--- src/hdl/fie_pkg.sv ---
package fie_pkg;

  localparam int PRICE_W  = 24;
  localparam int VOL_W    = 24;
  localparam int DIFF_W   = PRICE_W + 1;
  localparam int FORCE_W  = 49;
  localparam int ALPHA_W  = 17;
  localparam int DELTA_W  = FORCE_W + 1;
  localparam int PROD_W   = DELTA_W + ALPHA_W + 1;
  localparam int FRAC_W   = 16;
  localparam int APB_AW   = 3;
  localparam int APB_DW   = 32;

  localparam logic [ALPHA_W-1:0] ALPHA_ONE   = 17'd65536;
  localparam logic [ALPHA_W-1:0] ALPHA_RESET = 17'd9362;

  // register index taken from the word address
  localparam logic REG_SMOOTHING = 1'b0;

  typedef enum logic [1:0] {
    PH_FIRST,
    PH_SEED,
    PH_RUN
  } phase_e;

  typedef enum logic [2:0] {
    B_IDLE,
    B_RAW,
    B_SCALE,
    B_ACC,
    B_OUT
  } back_state_e;

  // one queued transaction: the seed flag, price change and volume
  typedef struct packed {
    logic                     seed;
    logic signed [DIFF_W-1:0] diff;
    logic [VOL_W-1:0]         volume;
  } fie_entry_t;

  typedef struct packed {
    logic full;
    logic valid;
  } fie_qstat_t;

endpackage

--- src/hdl/fie_if.sv ---
interface fie_in_if;
  logic                          valid;
  logic                          ready;
  logic [fie_pkg::PRICE_W-1:0]   close_price;
  logic [fie_pkg::VOL_W-1:0]     trade_volume;
  logic                          last_of_series;

  modport source (output valid, close_price, trade_volume, last_of_series, input ready);
  modport sink   (input valid, close_price, trade_volume, last_of_series, output ready);
endinterface

interface fie_out_if;
  logic                               valid;
  logic                               ready;
  logic signed [fie_pkg::FORCE_W-1:0] force_index;

  modport source (output valid, force_index, input ready);
  modport sink   (input valid, force_index, output ready);
endinterface

--- src/hdl/force_index_ema_unit.sv ---
// Force index with EMA smoothing.
// The back end takes one queued item at a time through the states RAW, SCALE, ACC (smoothed
// items only) and OUT, and pops the next item only after its result has been taken.
// The first item of a series gives no result and only updates the stored close.
// Reset (async, active low): series restarts, stored close and average clear, alpha 9362.
module force_index_ema_unit (
  input  logic                         clk_i,
  input  logic                         rst_ni,
  fie_in_if.sink                       in_i,
  fie_out_if.source                    out_o,
  input  logic                         psel,
  input  logic                         penable,
  input  logic                         pwrite,
  input  logic [fie_pkg::APB_AW-1:0]   paddr,
  input  logic [fie_pkg::APB_DW-1:0]   pwdata,
  output logic [fie_pkg::APB_DW-1:0]   prdata,
  output logic                         pready
);
  import fie_pkg::*;

  logic [ALPHA_W-1:0] alpha_q, alpha_d;
  logic               cfg_wr;
  logic               push;
  fie_entry_t         push_data;
  fie_entry_t         head;
  fie_qstat_t         stat;
  logic               pop;

  assign pready = 1'b1;
  assign cfg_wr = psel && penable && pwrite && pready;

  always_comb begin
    alpha_d = alpha_q;
    if (cfg_wr && paddr[2] == REG_SMOOTHING) begin
      alpha_d = pwdata[ALPHA_W-1:0];
    end
  end

  always_ff @(posedge clk_i or negedge rst_ni) begin
    if (!rst_ni) begin
      alpha_q <= ALPHA_RESET;
    end else begin
      alpha_q <= alpha_d;
    end
  end

  assign prdata = (paddr[2] == REG_SMOOTHING) ? {{(APB_DW-ALPHA_W){1'b0}}, alpha_q} : '0;

  fie_front u_front (
    .clk_i       (clk_i),
    .rst_ni      (rst_ni),
    .in_i        (in_i),
    .stat_i      (stat),
    .push_o      (push),
    .push_data_o (push_data)
  );

  fie_queue u_queue (
    .clk_i       (clk_i),
    .rst_ni      (rst_ni),
    .push_i      (push),
    .push_data_i (push_data),
    .pop_i       (pop),
    .head_o      (head),
    .stat_o      (stat)
  );

  fie_back u_back (
    .clk_i   (clk_i),
    .rst_ni  (rst_ni),
    .head_i  (head),
    .stat_i  (stat),
    .alpha_i (alpha_q),
    .pop_o   (pop),
    .out_o   (out_o)
  );
endmodule

--- src/hdl/fie_queue.sv ---
module fie_queue (
  input  logic                clk_i,
  input  logic                rst_ni,
  input  logic                push_i,
  input  fie_pkg::fie_entry_t push_data_i,
  input  logic                pop_i,
  output fie_pkg::fie_entry_t head_o,
  output fie_pkg::fie_qstat_t stat_o
);
  import fie_pkg::*;

  fie_entry_t mem_q [2];
  logic       wr_ptr_q, wr_ptr_d;
  logic       rd_ptr_q, rd_ptr_d;
  logic [1:0] count_q, count_d;
  logic       do_push, do_pop;

  assign do_push = push_i && (count_q != 2'd2);
  assign do_pop  = pop_i && (count_q != 2'd0);

  always_comb begin
    wr_ptr_d = do_push ? ~wr_ptr_q : wr_ptr_q;
    rd_ptr_d = do_pop ? ~rd_ptr_q : rd_ptr_q;
    count_d  = count_q + {1'b0, do_push} - {1'b0, do_pop};
  end

  always_ff @(posedge clk_i or negedge rst_ni) begin
    if (!rst_ni) begin
      wr_ptr_q <= 1'b0;
      rd_ptr_q <= 1'b0;
      count_q  <= 2'd0;
    end else begin
      wr_ptr_q <= wr_ptr_d;
      rd_ptr_q <= rd_ptr_d;
      count_q  <= count_d;
    end
  end

  always_ff @(posedge clk_i) begin
    if (do_push) begin
      mem_q[wr_ptr_q] <= push_data_i;
    end
  end

  assign head_o       = mem_q[rd_ptr_q];
  assign stat_o.full  = (count_q == 2'd2);
  assign stat_o.valid = (count_q != 2'd0);
endmodule

--- src/hdl/fie_front.sv ---
module fie_front (
  input  logic                clk_i,
  input  logic                rst_ni,
  fie_in_if.sink              in_i,
  input  fie_pkg::fie_qstat_t stat_i,
  output logic                push_o,
  output fie_pkg::fie_entry_t push_data_o
);
  import fie_pkg::*;

  phase_e             phase_q, phase_d;
  logic [PRICE_W-1:0] prev_close_q, prev_close_d;
  logic               accept;

  assign in_i.ready = !stat_i.full;
  assign accept     = in_i.valid && in_i.ready;

  always_comb begin
    phase_d      = phase_q;
    prev_close_d = prev_close_q;
    if (accept) begin
      prev_close_d = in_i.close_price;
      unique case (phase_q)
        PH_FIRST: phase_d = PH_SEED;
        PH_SEED:  phase_d = PH_RUN;
        PH_RUN:   phase_d = PH_RUN;
        default:  phase_d = PH_RUN;
      endcase
      if (in_i.last_of_series) begin
        phase_d = PH_FIRST;
      end
    end
  end

  always_ff @(posedge clk_i or negedge rst_ni) begin
    if (!rst_ni) begin
      phase_q      <= PH_FIRST;
      prev_close_q <= '0;
    end else begin
      phase_q      <= phase_d;
      prev_close_q <= prev_close_d;
    end
  end

  // first item of a series only updates the stored close
  assign push_o             = accept && (phase_q != PH_FIRST);
  assign push_data_o.seed   = (phase_q == PH_SEED);
  assign push_data_o.diff   = $signed({1'b0, in_i.close_price}) - $signed({1'b0, prev_close_q});
  assign push_data_o.volume = in_i.trade_volume;
endmodule

--- src/hdl/fie_back.sv ---
module fie_back (
  input  logic                        clk_i,
  input  logic                        rst_ni,
  input  fie_pkg::fie_entry_t         head_i,
  input  fie_pkg::fie_qstat_t         stat_i,
  input  logic [fie_pkg::ALPHA_W-1:0] alpha_i,
  output logic                        pop_o,
  fie_out_if.source                   out_o
);
  import fie_pkg::*;

  back_state_e               state_q, state_d;
  logic                      seed_q;
  logic signed [DIFF_W-1:0]  diff_q;
  logic [VOL_W-1:0]          vol_q;
  logic signed [FORCE_W-1:0] raw_q, raw_d;
  logic signed [PROD_W-1:0]  prod_q, prod_d;
  logic signed [FORCE_W-1:0] ema_q, ema_d;

  logic signed [DIFF_W+VOL_W:0]     raw_full;
  logic signed [DELTA_W-1:0]        delta;
  logic [ALPHA_W-1:0]               alpha_sat;
  logic signed [PROD_W-FRAC_W-1:0]  scaled;

  always_comb begin
    state_d = state_q;
    unique case (state_q)
      B_IDLE:  if (stat_i.valid) state_d = B_RAW;
      B_RAW:   state_d = B_SCALE;
      B_SCALE: state_d = seed_q ? B_OUT : B_ACC;
      B_ACC:   state_d = B_OUT;
      B_OUT:   if (out_o.ready) state_d = B_IDLE;
      default: state_d = B_IDLE;
    endcase
  end

  always_comb begin
    pop_o       = (state_q == B_IDLE) && stat_i.valid;
    out_o.valid = (state_q == B_OUT);
  end

  // datapath: raw product, then scaled difference, then accumulate
  always_comb begin
    raw_full  = $signed({1'b0, vol_q}) * diff_q;
    raw_d     = raw_full[FORCE_W-1:0];
    alpha_sat = (alpha_i > ALPHA_ONE) ? ALPHA_ONE : alpha_i;
    delta     = {raw_q[FORCE_W-1], raw_q} - {ema_q[FORCE_W-1], ema_q};
    prod_d    = delta * $signed({1'b0, alpha_sat});
    scaled    = prod_q[PROD_W-1:FRAC_W];
    ema_d     = ema_q;
    if (state_q == B_SCALE && seed_q) begin
      ema_d = raw_q;
    end else if (state_q == B_ACC) begin
      ema_d = ema_q + scaled[FORCE_W-1:0];
    end
  end

  always_ff @(posedge clk_i or negedge rst_ni) begin
    if (!rst_ni) begin
      state_q <= B_IDLE;
      ema_q   <= '0;
    end else begin
      state_q <= state_d;
      ema_q   <= ema_d;
    end
  end

  always_ff @(posedge clk_i) begin
    if (pop_o) begin
      seed_q <= head_i.seed;
      diff_q <= head_i.diff;
      vol_q  <= head_i.volume;
    end
    if (state_q == B_RAW) begin
      raw_q <= raw_d;
    end
    if (state_q == B_SCALE) begin
      prod_q <= prod_d;
    end
  end

  assign out_o.force_index = ema_q;
endmodule

--- src/flat_wrapper.sv ---
// flat-port wrapper written by rule: the top's interface ports become plain ports
module force_index_ema_unit_flat import fie_pkg::*;
  (clk_i, rst_ni, psel, penable, pwrite, paddr, pwdata, prdata, pready, in_i_valid, in_i_close_price, in_i_trade_volume, in_i_last_of_series, in_i_ready, out_o_valid, out_o_force_index, out_o_ready);
  fie_in_if in_i_i ();
  fie_out_if out_o_i ();
  input  logic clk_i;
  input  logic rst_ni;
  input  logic psel;
  input  logic penable;
  input  logic pwrite;
  input  logic [fie_pkg::APB_AW-1:0] paddr;
  input  logic [fie_pkg::APB_DW-1:0] pwdata;
  output logic [fie_pkg::APB_DW-1:0] prdata;
  output logic pready;
  input wire logic [$bits(in_i_i.valid)-1:0] in_i_valid;
  input wire logic [$bits(in_i_i.close_price)-1:0] in_i_close_price;
  input wire logic [$bits(in_i_i.trade_volume)-1:0] in_i_trade_volume;
  input wire logic [$bits(in_i_i.last_of_series)-1:0] in_i_last_of_series;
  output wire logic [$bits(in_i_i.ready)-1:0] in_i_ready;
  output wire logic [$bits(out_o_i.valid)-1:0] out_o_valid;
  output wire logic [$bits(out_o_i.force_index)-1:0] out_o_force_index;
  input wire logic [$bits(out_o_i.ready)-1:0] out_o_ready;
  assign in_i_i.valid = in_i_valid;
  assign in_i_i.close_price = in_i_close_price;
  assign in_i_i.trade_volume = in_i_trade_volume;
  assign in_i_i.last_of_series = in_i_last_of_series;
  assign in_i_ready = in_i_i.ready;
  assign out_o_valid = out_o_i.valid;
  assign out_o_force_index = out_o_i.force_index;
  assign out_o_i.ready = out_o_ready;
  force_index_ema_unit u_core (.clk_i(clk_i), .rst_ni(rst_ni), .in_i(in_i_i), .out_o(out_o_i), .psel(psel), .penable(penable), .pwrite(pwrite), .paddr(paddr), .pwdata(pwdata), .prdata(prdata), .pready(pready));
endmodule
--- config.mk ---
export PLATFORM = sky130hd
export DESIGN_NAME = force_index_ema_unit_flat
export DESIGN_NICKNAME = d
export VERILOG_FILES = /design/src/hdl/fie_pkg.sv /design/src/hdl/fie_if.sv /design/src/hdl/force_index_ema_unit.sv /design/src/hdl/fie_queue.sv /design/src/hdl/fie_front.sv /design/src/hdl/fie_back.sv /design/src/flat_wrapper.sv
export SDC_FILE = /design/constraint.sdc
export NUM_CORES = 2
export LEC_CHECK = 0
export ABC_CLOCK_PERIOD_IN_PS = 10420
export BUFFER_PORTS_ARGS = -buffer_cell sky130_fd_sc_hd__buf_2
export CAP_MARGIN = 20
export CORE_MARGIN = 2
export CORE_UTILIZATION = 60
export DETAILED_ROUTE_END_ITERATION = 8
export GPL_TIMING_DRIVEN = 1
export PLACE_DENSITY = 0.88
export SLEW_MARGIN = 20
export SYNTH_ARGS = -nofsm -noshare
export SYNTH_HDL_FRONTEND = slang
export SYNTH_SLANG_ARGS = --single-unit
export TNS_END_PERCENT = 10
--- constraint.sdc ---
create_clock -name clk_i -period 10.42 [get_ports clk_i]
set_input_delay 2.605 -clock clk_i [delete_from_list [all_inputs] [get_ports clk_i]]
set_output_delay 2.605 -clock clk_i [all_outputs]
set_load 0.01 [all_outputs]
# Word-level counts from Yosys, hierarchy flattened
# Memories as Yosys holds them, arrays and structs flattened. A register that Yosys moved wholly into a read port is not among the register bits.
# Index checks and enable logic that the tools add are counted.
totals:
  register_bits: 213
  ramBits: 100
  output_inout_bits: 84
  n_memories: 1
classes:
  add_sub_neg: 5
  multipliers: 2
  n_lt_le_gt_ge: 1
  n_eq_ne: 9
  n_mux: 12
  bitwise: 3
  reduce_logical: 16
memory_table:
  columns: ["memory", "depth", "width", "read_ports", "rd_ports_with_merged_regs", "write_ports", "line", "text"]
  rows:
  - ["u_core.u_queue.mem_q", 2, 50, 1, 1, 1, "fie_queue.sv:12", "fie_entry_t mem_q [2];"]
op_table:
  columns: ["op", "count"]
  rows:
  - ["49-bit 2-to-1 mux", 2]
  - ["50-bit by 18-bit multiplier with 65-bit output", 1]
  - ["49-bit by 49-bit subtractor with 50-bit output", 1]
  - ["49-bit adder", 1]
  - ["25-bit by 25-bit multiplier with 49-bit output", 1]
  - ["17-bit 2-to-1 mux", 2]
  - ["24-bit by 24-bit subtractor with 25-bit output", 1]
  - ["17-bit greater-than comparator, second input constant", 1]
  - ["3-bit one-hot mux with 5 select lines", 1]
  - ["1-bit logical AND", 9]
  - ["3-bit 2-to-1 mux", 3]
  - ["3-bit by 2-bit equality test with 1-bit output, second input constant", 2]
  - ["2-bit nonzero test", 3]
  - ["2-bit 2-to-1 mux", 2]
  - ["2-bit inequality test, second input constant", 2]
  - ["3-bit by 1-bit equality test with 1-bit output, second input constant", 1]
  - ["3-bit equality test, second input constant", 1]
  - ["3-bit logical NOT", 1]
  - ["1-bit inverter", 3]
  - ["2-bit by 1-bit adder with 2-bit output", 1]
  - ["2-bit by 1-bit equality test with 1-bit output, second input constant", 1]
  - ["2-bit equality test, second input constant", 1]
  - ["2-bit logical NOT", 1]
  - ["1-bit 2-to-1 mux", 2]
  - ["4 further kinds", 4]

# Depth between registers and ports, before layout
depth:
  depth_word: 7
  mapped_depth: 38
  mapped_depth_nobuf: 37

# Hierarchy
# A second synthesis with hierarchy kept.
unflattened:
  hier_cells: 7094
  area_unflattened_um2: 66060.9
by_module_without_submodules:
  columns: ["module", "n_inst", "cells_each", "area_per_inst_um2", "seq_area_each_um2"]
  rows:
  - ["fie_back", 1, 6526, 58511.1, 5745.5]
  - ["fie_queue", 1, 174, 4066.4, 3103.0]
  - ["fie_front", 1, 322, 2541.2, 650.6]
  - ["force_index_ema_unit", 1, 72, 942.2, 431.7]

# Worst setup path before layout
# OpenSTA, ideal clock, no wires.
synth_timing:
  path_kind: "reg-to-reg"
  start: "register u_core.u_back.ema_q[17], in the netlist u_core.u_back.out_o.force_index[17]"
  end: "register u_core.u_back.prod_q[57], data pin"
  arrival_ns: 8.666
  required_time_ns: 10.157
  path_slack_ns: 1.491
  path_stages_with_launch: 37
  path_buffers: 2
  cell_sequence: "dfrtp_1 -> inv_1 -> ha_1 -> buf_2 -> a21o_1 -> a2111oi_2 -> o211ai_2 -> nor2_1 -> and3_1 -> o41ai_2 -> a21oi_2 -> o21ba_2 -> o21bai_2 -> xnor2_2 -> buf_2 -> nor2_1 -> fa_1 -> inv_1 -> fa_1 -> fa_1 -> inv_1 -> fa_1 -> fa_1 -> inv_1 -> fa_1 -> inv_1 -> ha_1 -> nand2_1 -> or3_1 -> or4b_1 -> a2111o_1 -> nand4_1 -> a31oi_1 -> o21bai_2 -> a31o_2 -> a21oi_1 -> xnor2_1"
synth_between:
  elab_chain_len: 2
synth_lines:
  columns: ["element", "line", "text"]
  rows:
  - ["start: declaration", "fie_back.sv:18", "logic signed [FORCE_W-1:0] ema_q, ema_d;"]
  - ["start signal: assignment", "fie_back.sv:64", "ema_q <= ema_d;"]
  - ["49-bit by 49-bit subtractor with 50-bit output", "fie_back.sv:47", "delta = {raw_q[FORCE_W-1], raw_q} - {ema_q[FORCE_W-1], ema_q};"]
  - ["50-bit by 18-bit multiplier with 65-bit output", "fie_back.sv:48", "prod_d = delta * $signed({1'b0, alpha_sat});"]
  - ["via u_core.u_back.prod_d[57]", "fie_back.sv:17", "logic signed [PROD_W-1:0] prod_q, prod_d;"]
  - ["end signal: assignment", "fie_back.sv:78", "prod_q <= prod_d;"]
  - ["end: declaration", "fie_back.sv:17", null]
# The timed path passes the listed nets, and every way through them passes these cells.
# A chain may end at the register's enable or synchronous reset.

# Worst setup path after layout
layout_timing:
  start: "register u_core.u_back.raw_q[17]"
  end: "register u_core.u_back.prod_q[62], data pin"
layout_between:
  elab_chain_len: 2
layout_lines:
  columns: ["element", "line", "text"]
  rows:
  - ["start: declaration", "fie_back.sv:16", "logic signed [FORCE_W-1:0] raw_q, raw_d;"]
  - ["start signal: assignment", "fie_back.sv:75", "raw_q <= raw_d;"]
  - ["49-bit by 49-bit subtractor with 50-bit output", "fie_back.sv:47", null]
  - ["50-bit by 18-bit multiplier with 65-bit output", "fie_back.sv:48", null]
  - ["via u_core.u_back.prod_d[62]", "fie_back.sv:17", null]
# The timed path passes the listed nets, and every way through them passes these cells.

==> metrics.yaml <==
drcViolationCount: 0
wirelength_mm: 171
clkSinkCount: 347
port_buffers: 141
grt_pass1_vias: 53500
avgRoutedWirePerCell_um: 20.3
clockBufferDepth: 3
ant_nets: 0
synth_top_area_cell: "fa_1"
grt_first_pass_wirelength_mm: 276
synth_common_cells: "inv_1, fa_1, nand2_1, ha_1, nor2_1"
grtUsageTotal_pct: 31.5
synth_cell_types: 101
cts_setup_buffers: 0
yosys_register_bits: 347
register_area_um2: 9930
coreArea_um2: 107000
slowest_stage: "or4b_1"
viasPerCell: 5.82
arrival_ps: 10360
final_layout_size_suffix_gt1_share_pct: 7.09
crit_path_frequent_cell: "fa_1"
relSlewSlack_pct: 17.7
overflow: 0
fill_cells: 7850
worstSkewPairLatency_ps: 590
die_w_um: 333
ys_warn_count: 0
syn_inst: 6969
fin_util_pct: 64.4
antenna_found_initial: 1
rows: 120
hpwl_mm: 136
final_nets: 8855
synth_area_um2: 65000
gp_congestion: 0.968
synth_most_common_cell: "inv_1"
end_kind: "flop"
grt_max_degree: 75
min_path_type: "flop to flop"
rsz0062_at_grt: "no"
critical_path_class: "flop to flop"
skew_ps: 16.1
critPathMaxStageDelay_ps: 600
hold_violations: 0
drt_iter0_drc: 4374
hold_slack_ps: 492
firstDrtPassIters: 6
cts_root_buf: "clkbuf_16"
finalMaxSlewViolations: 0
finalCriticalPeriod_ps: 10030
maxCapViolations: 0
worst_slew_pin_slew_ps: 1230
worst-path-buf-inv: 4
synth_top_area_share_pct: 39.2
synthArstFlopShare_pct: 28.5
antennaDiodeCount: 0
path_max_fanout: 9
multiInputGateArea_um2: 48200
pin_count: 175
synth_area_leaders: "fa_1, edfxtp_1, ha_1, inv_1, nand2_1"
crit_family: "adder cells"
finalSetupViolations: 0
synth_ff_type: "edfxtp_1"
period_share_pct: 96.2
synth_edf_count: 248
seq_area_frac_synth_pct: 15.3
h-tree-depth: 2
path_clk_slew_ps: 60
fmax_ghz: 0.0997
start_util_pct: 60.6
cts_tree: "done"
vias: 49200
setup_tns_ps: 0
area_growth_pct: 6.31
cts_made_buffers: 42
crit_required_ps: 10750
worstSetupStartpointType: "flop"
status: "finished clean"
cts_hold_buf: 0
die_area_um2: 111000
fp.dieH_um: 333
syn_area_per_cell_um2: 9.33
worst paths after layout:
path,slack (ps),from,end,cells past startpoint
worst max-delay path,390,u_core.u_back.raw_q[17],u_core.u_back.prod_q[62],33
worst min-delay path,490,u_core.u_front.prev_close_q[0],u_core.u_front.prev_close_q[0],2
worst max register to register,390,u_core.u_back.raw_q[17],u_core.u_back.prod_q[62],33
worst min register to register,490,u_core.u_front.prev_close_q[0],u_core.u_front.prev_close_q[0],2
max in group asynchronous,6970,rst_ni,u_core.alpha_q[8],2
min in group asynchronous,2140,rst_ni,u_core.u_back.out_o.force_index[12],1
layer usage:
| layer | up-vias | global-route usage, % | part of all wire [%] |
|---|---|---|---|
| met5 | - | 0 | 0.0064 |
| met4 | 2 | 14.4 | 5.7 |
| met3 | 738 | 7.90 | 12 |
| met2 | 2908 | 52.9 | 47 |
| met1 | 24400 | 38.4 | 35 |
| li1 | 21200 | - | - |
kinds of logic after synthesis:
kind of cell	count (synthesis)	share of synthesized area, %
buffers and inverters	1861	10.9
other	2	0.0115
AND/OR/NAND/NOR	2028	14.1
multiplexers	68	1.18
AO/OA/AOI/OAI	688	7.01
XOR/XNOR	228	3.14
adder cells (fa/ha/maj)	1747	48.3
flip-flops	347	15.3
cell type report:
| class | instances | share of cell area (%) |
|---|---|---|
| inverter | 1570 | 8.52 |
| timing repair buffer | 281 | 2.75 |
| clock inverter | 25 | 0.469 |
| clock buffer | 52 | 1.68 |
| sequential | 347 | 14.4 |
| tap | 1403 | 2.54 |
| multi-input combinational | 4775 | 69.7 |
registers in the layout, indices dropped and copies added (netlist names):
signal and count:
u_core.u_back.prod_q 49, u_core.u_queue.rd_ptr_q 1, u_core.u_front.phase_q 2, u_core.u_back.out_o.force_index 49, u_core.u_back.state_q 3, u_core.u_queue.count_q 2
u_core.u_queue.mem_q 100, u_core.u_back.seed_q 1, u_core.u_back.raw_q 49, u_core.u_back.diff_q 25, u_core.u_back.vol_q 24, u_core.u_queue.wr_ptr_q 1
u_core.alpha_q 17, u_core.u_front.prev_close_q 24
through the flow:
step / setup WS, ps / std cells / area (µm²)
6_report: 394 / 8453 / 69100
5_1_grt: 1.56 / 8453 / 69100
4_1_cts: 300 / 8442 / 68900
3_5_place_dp: 393 / 8365 / 67400
3_3_place_gp: 446 / 8365 / 67400
2_1_floorplan: 1490 / 6983 / 65100
layout by cell type (no fill, tap or decap), drive strengths merged, types with 52 or more instances in the layout:
| cell | netlist | routed |
|---|---|---|
| nor2b | 53 | 53 |
| fa | 1275 | 1275 |
| mux2 | 67 | 67 |
| xor2 | 75 | 75 |
| xnor2 | 153 | 153 |
| nand2b | 73 | 73 |
| dfrtp | 94 | 94 |
| and2 | 311 | 311 |
| buf | 46 | 281 |
| nor2 | 471 | 471 |
| o21ai | 149 | 149 |
| inv | 1570 | 1579 |
| a21oi | 197 | 197 |
| a21o | 94 | 94 |
| edfxtp | 248 | 248 |
| ha | 472 | 472 |
| nand2 | 920 | 920 |
| clkbuf | 245 | 52 |
worst reg2reg max path: cells and delay by family (launching register included):
kind            cells  cell delay (ps)
simple gates        9             2190
fa+ha+maj           8             3960
xor+xnor            2              370
compound gates     10             2610
flops               1              420
buf+inv             4              230
timing repair:
item | CTS | global route
setup endpoints to repair | 0 | 6
hold endpoints to repair | 0 | 0
gates resized for setup | 0 | 7
Power is left out: the tool's default activity adds up to more than one toggle a clock period on the data nets, which glitch-free logic cannot reach.
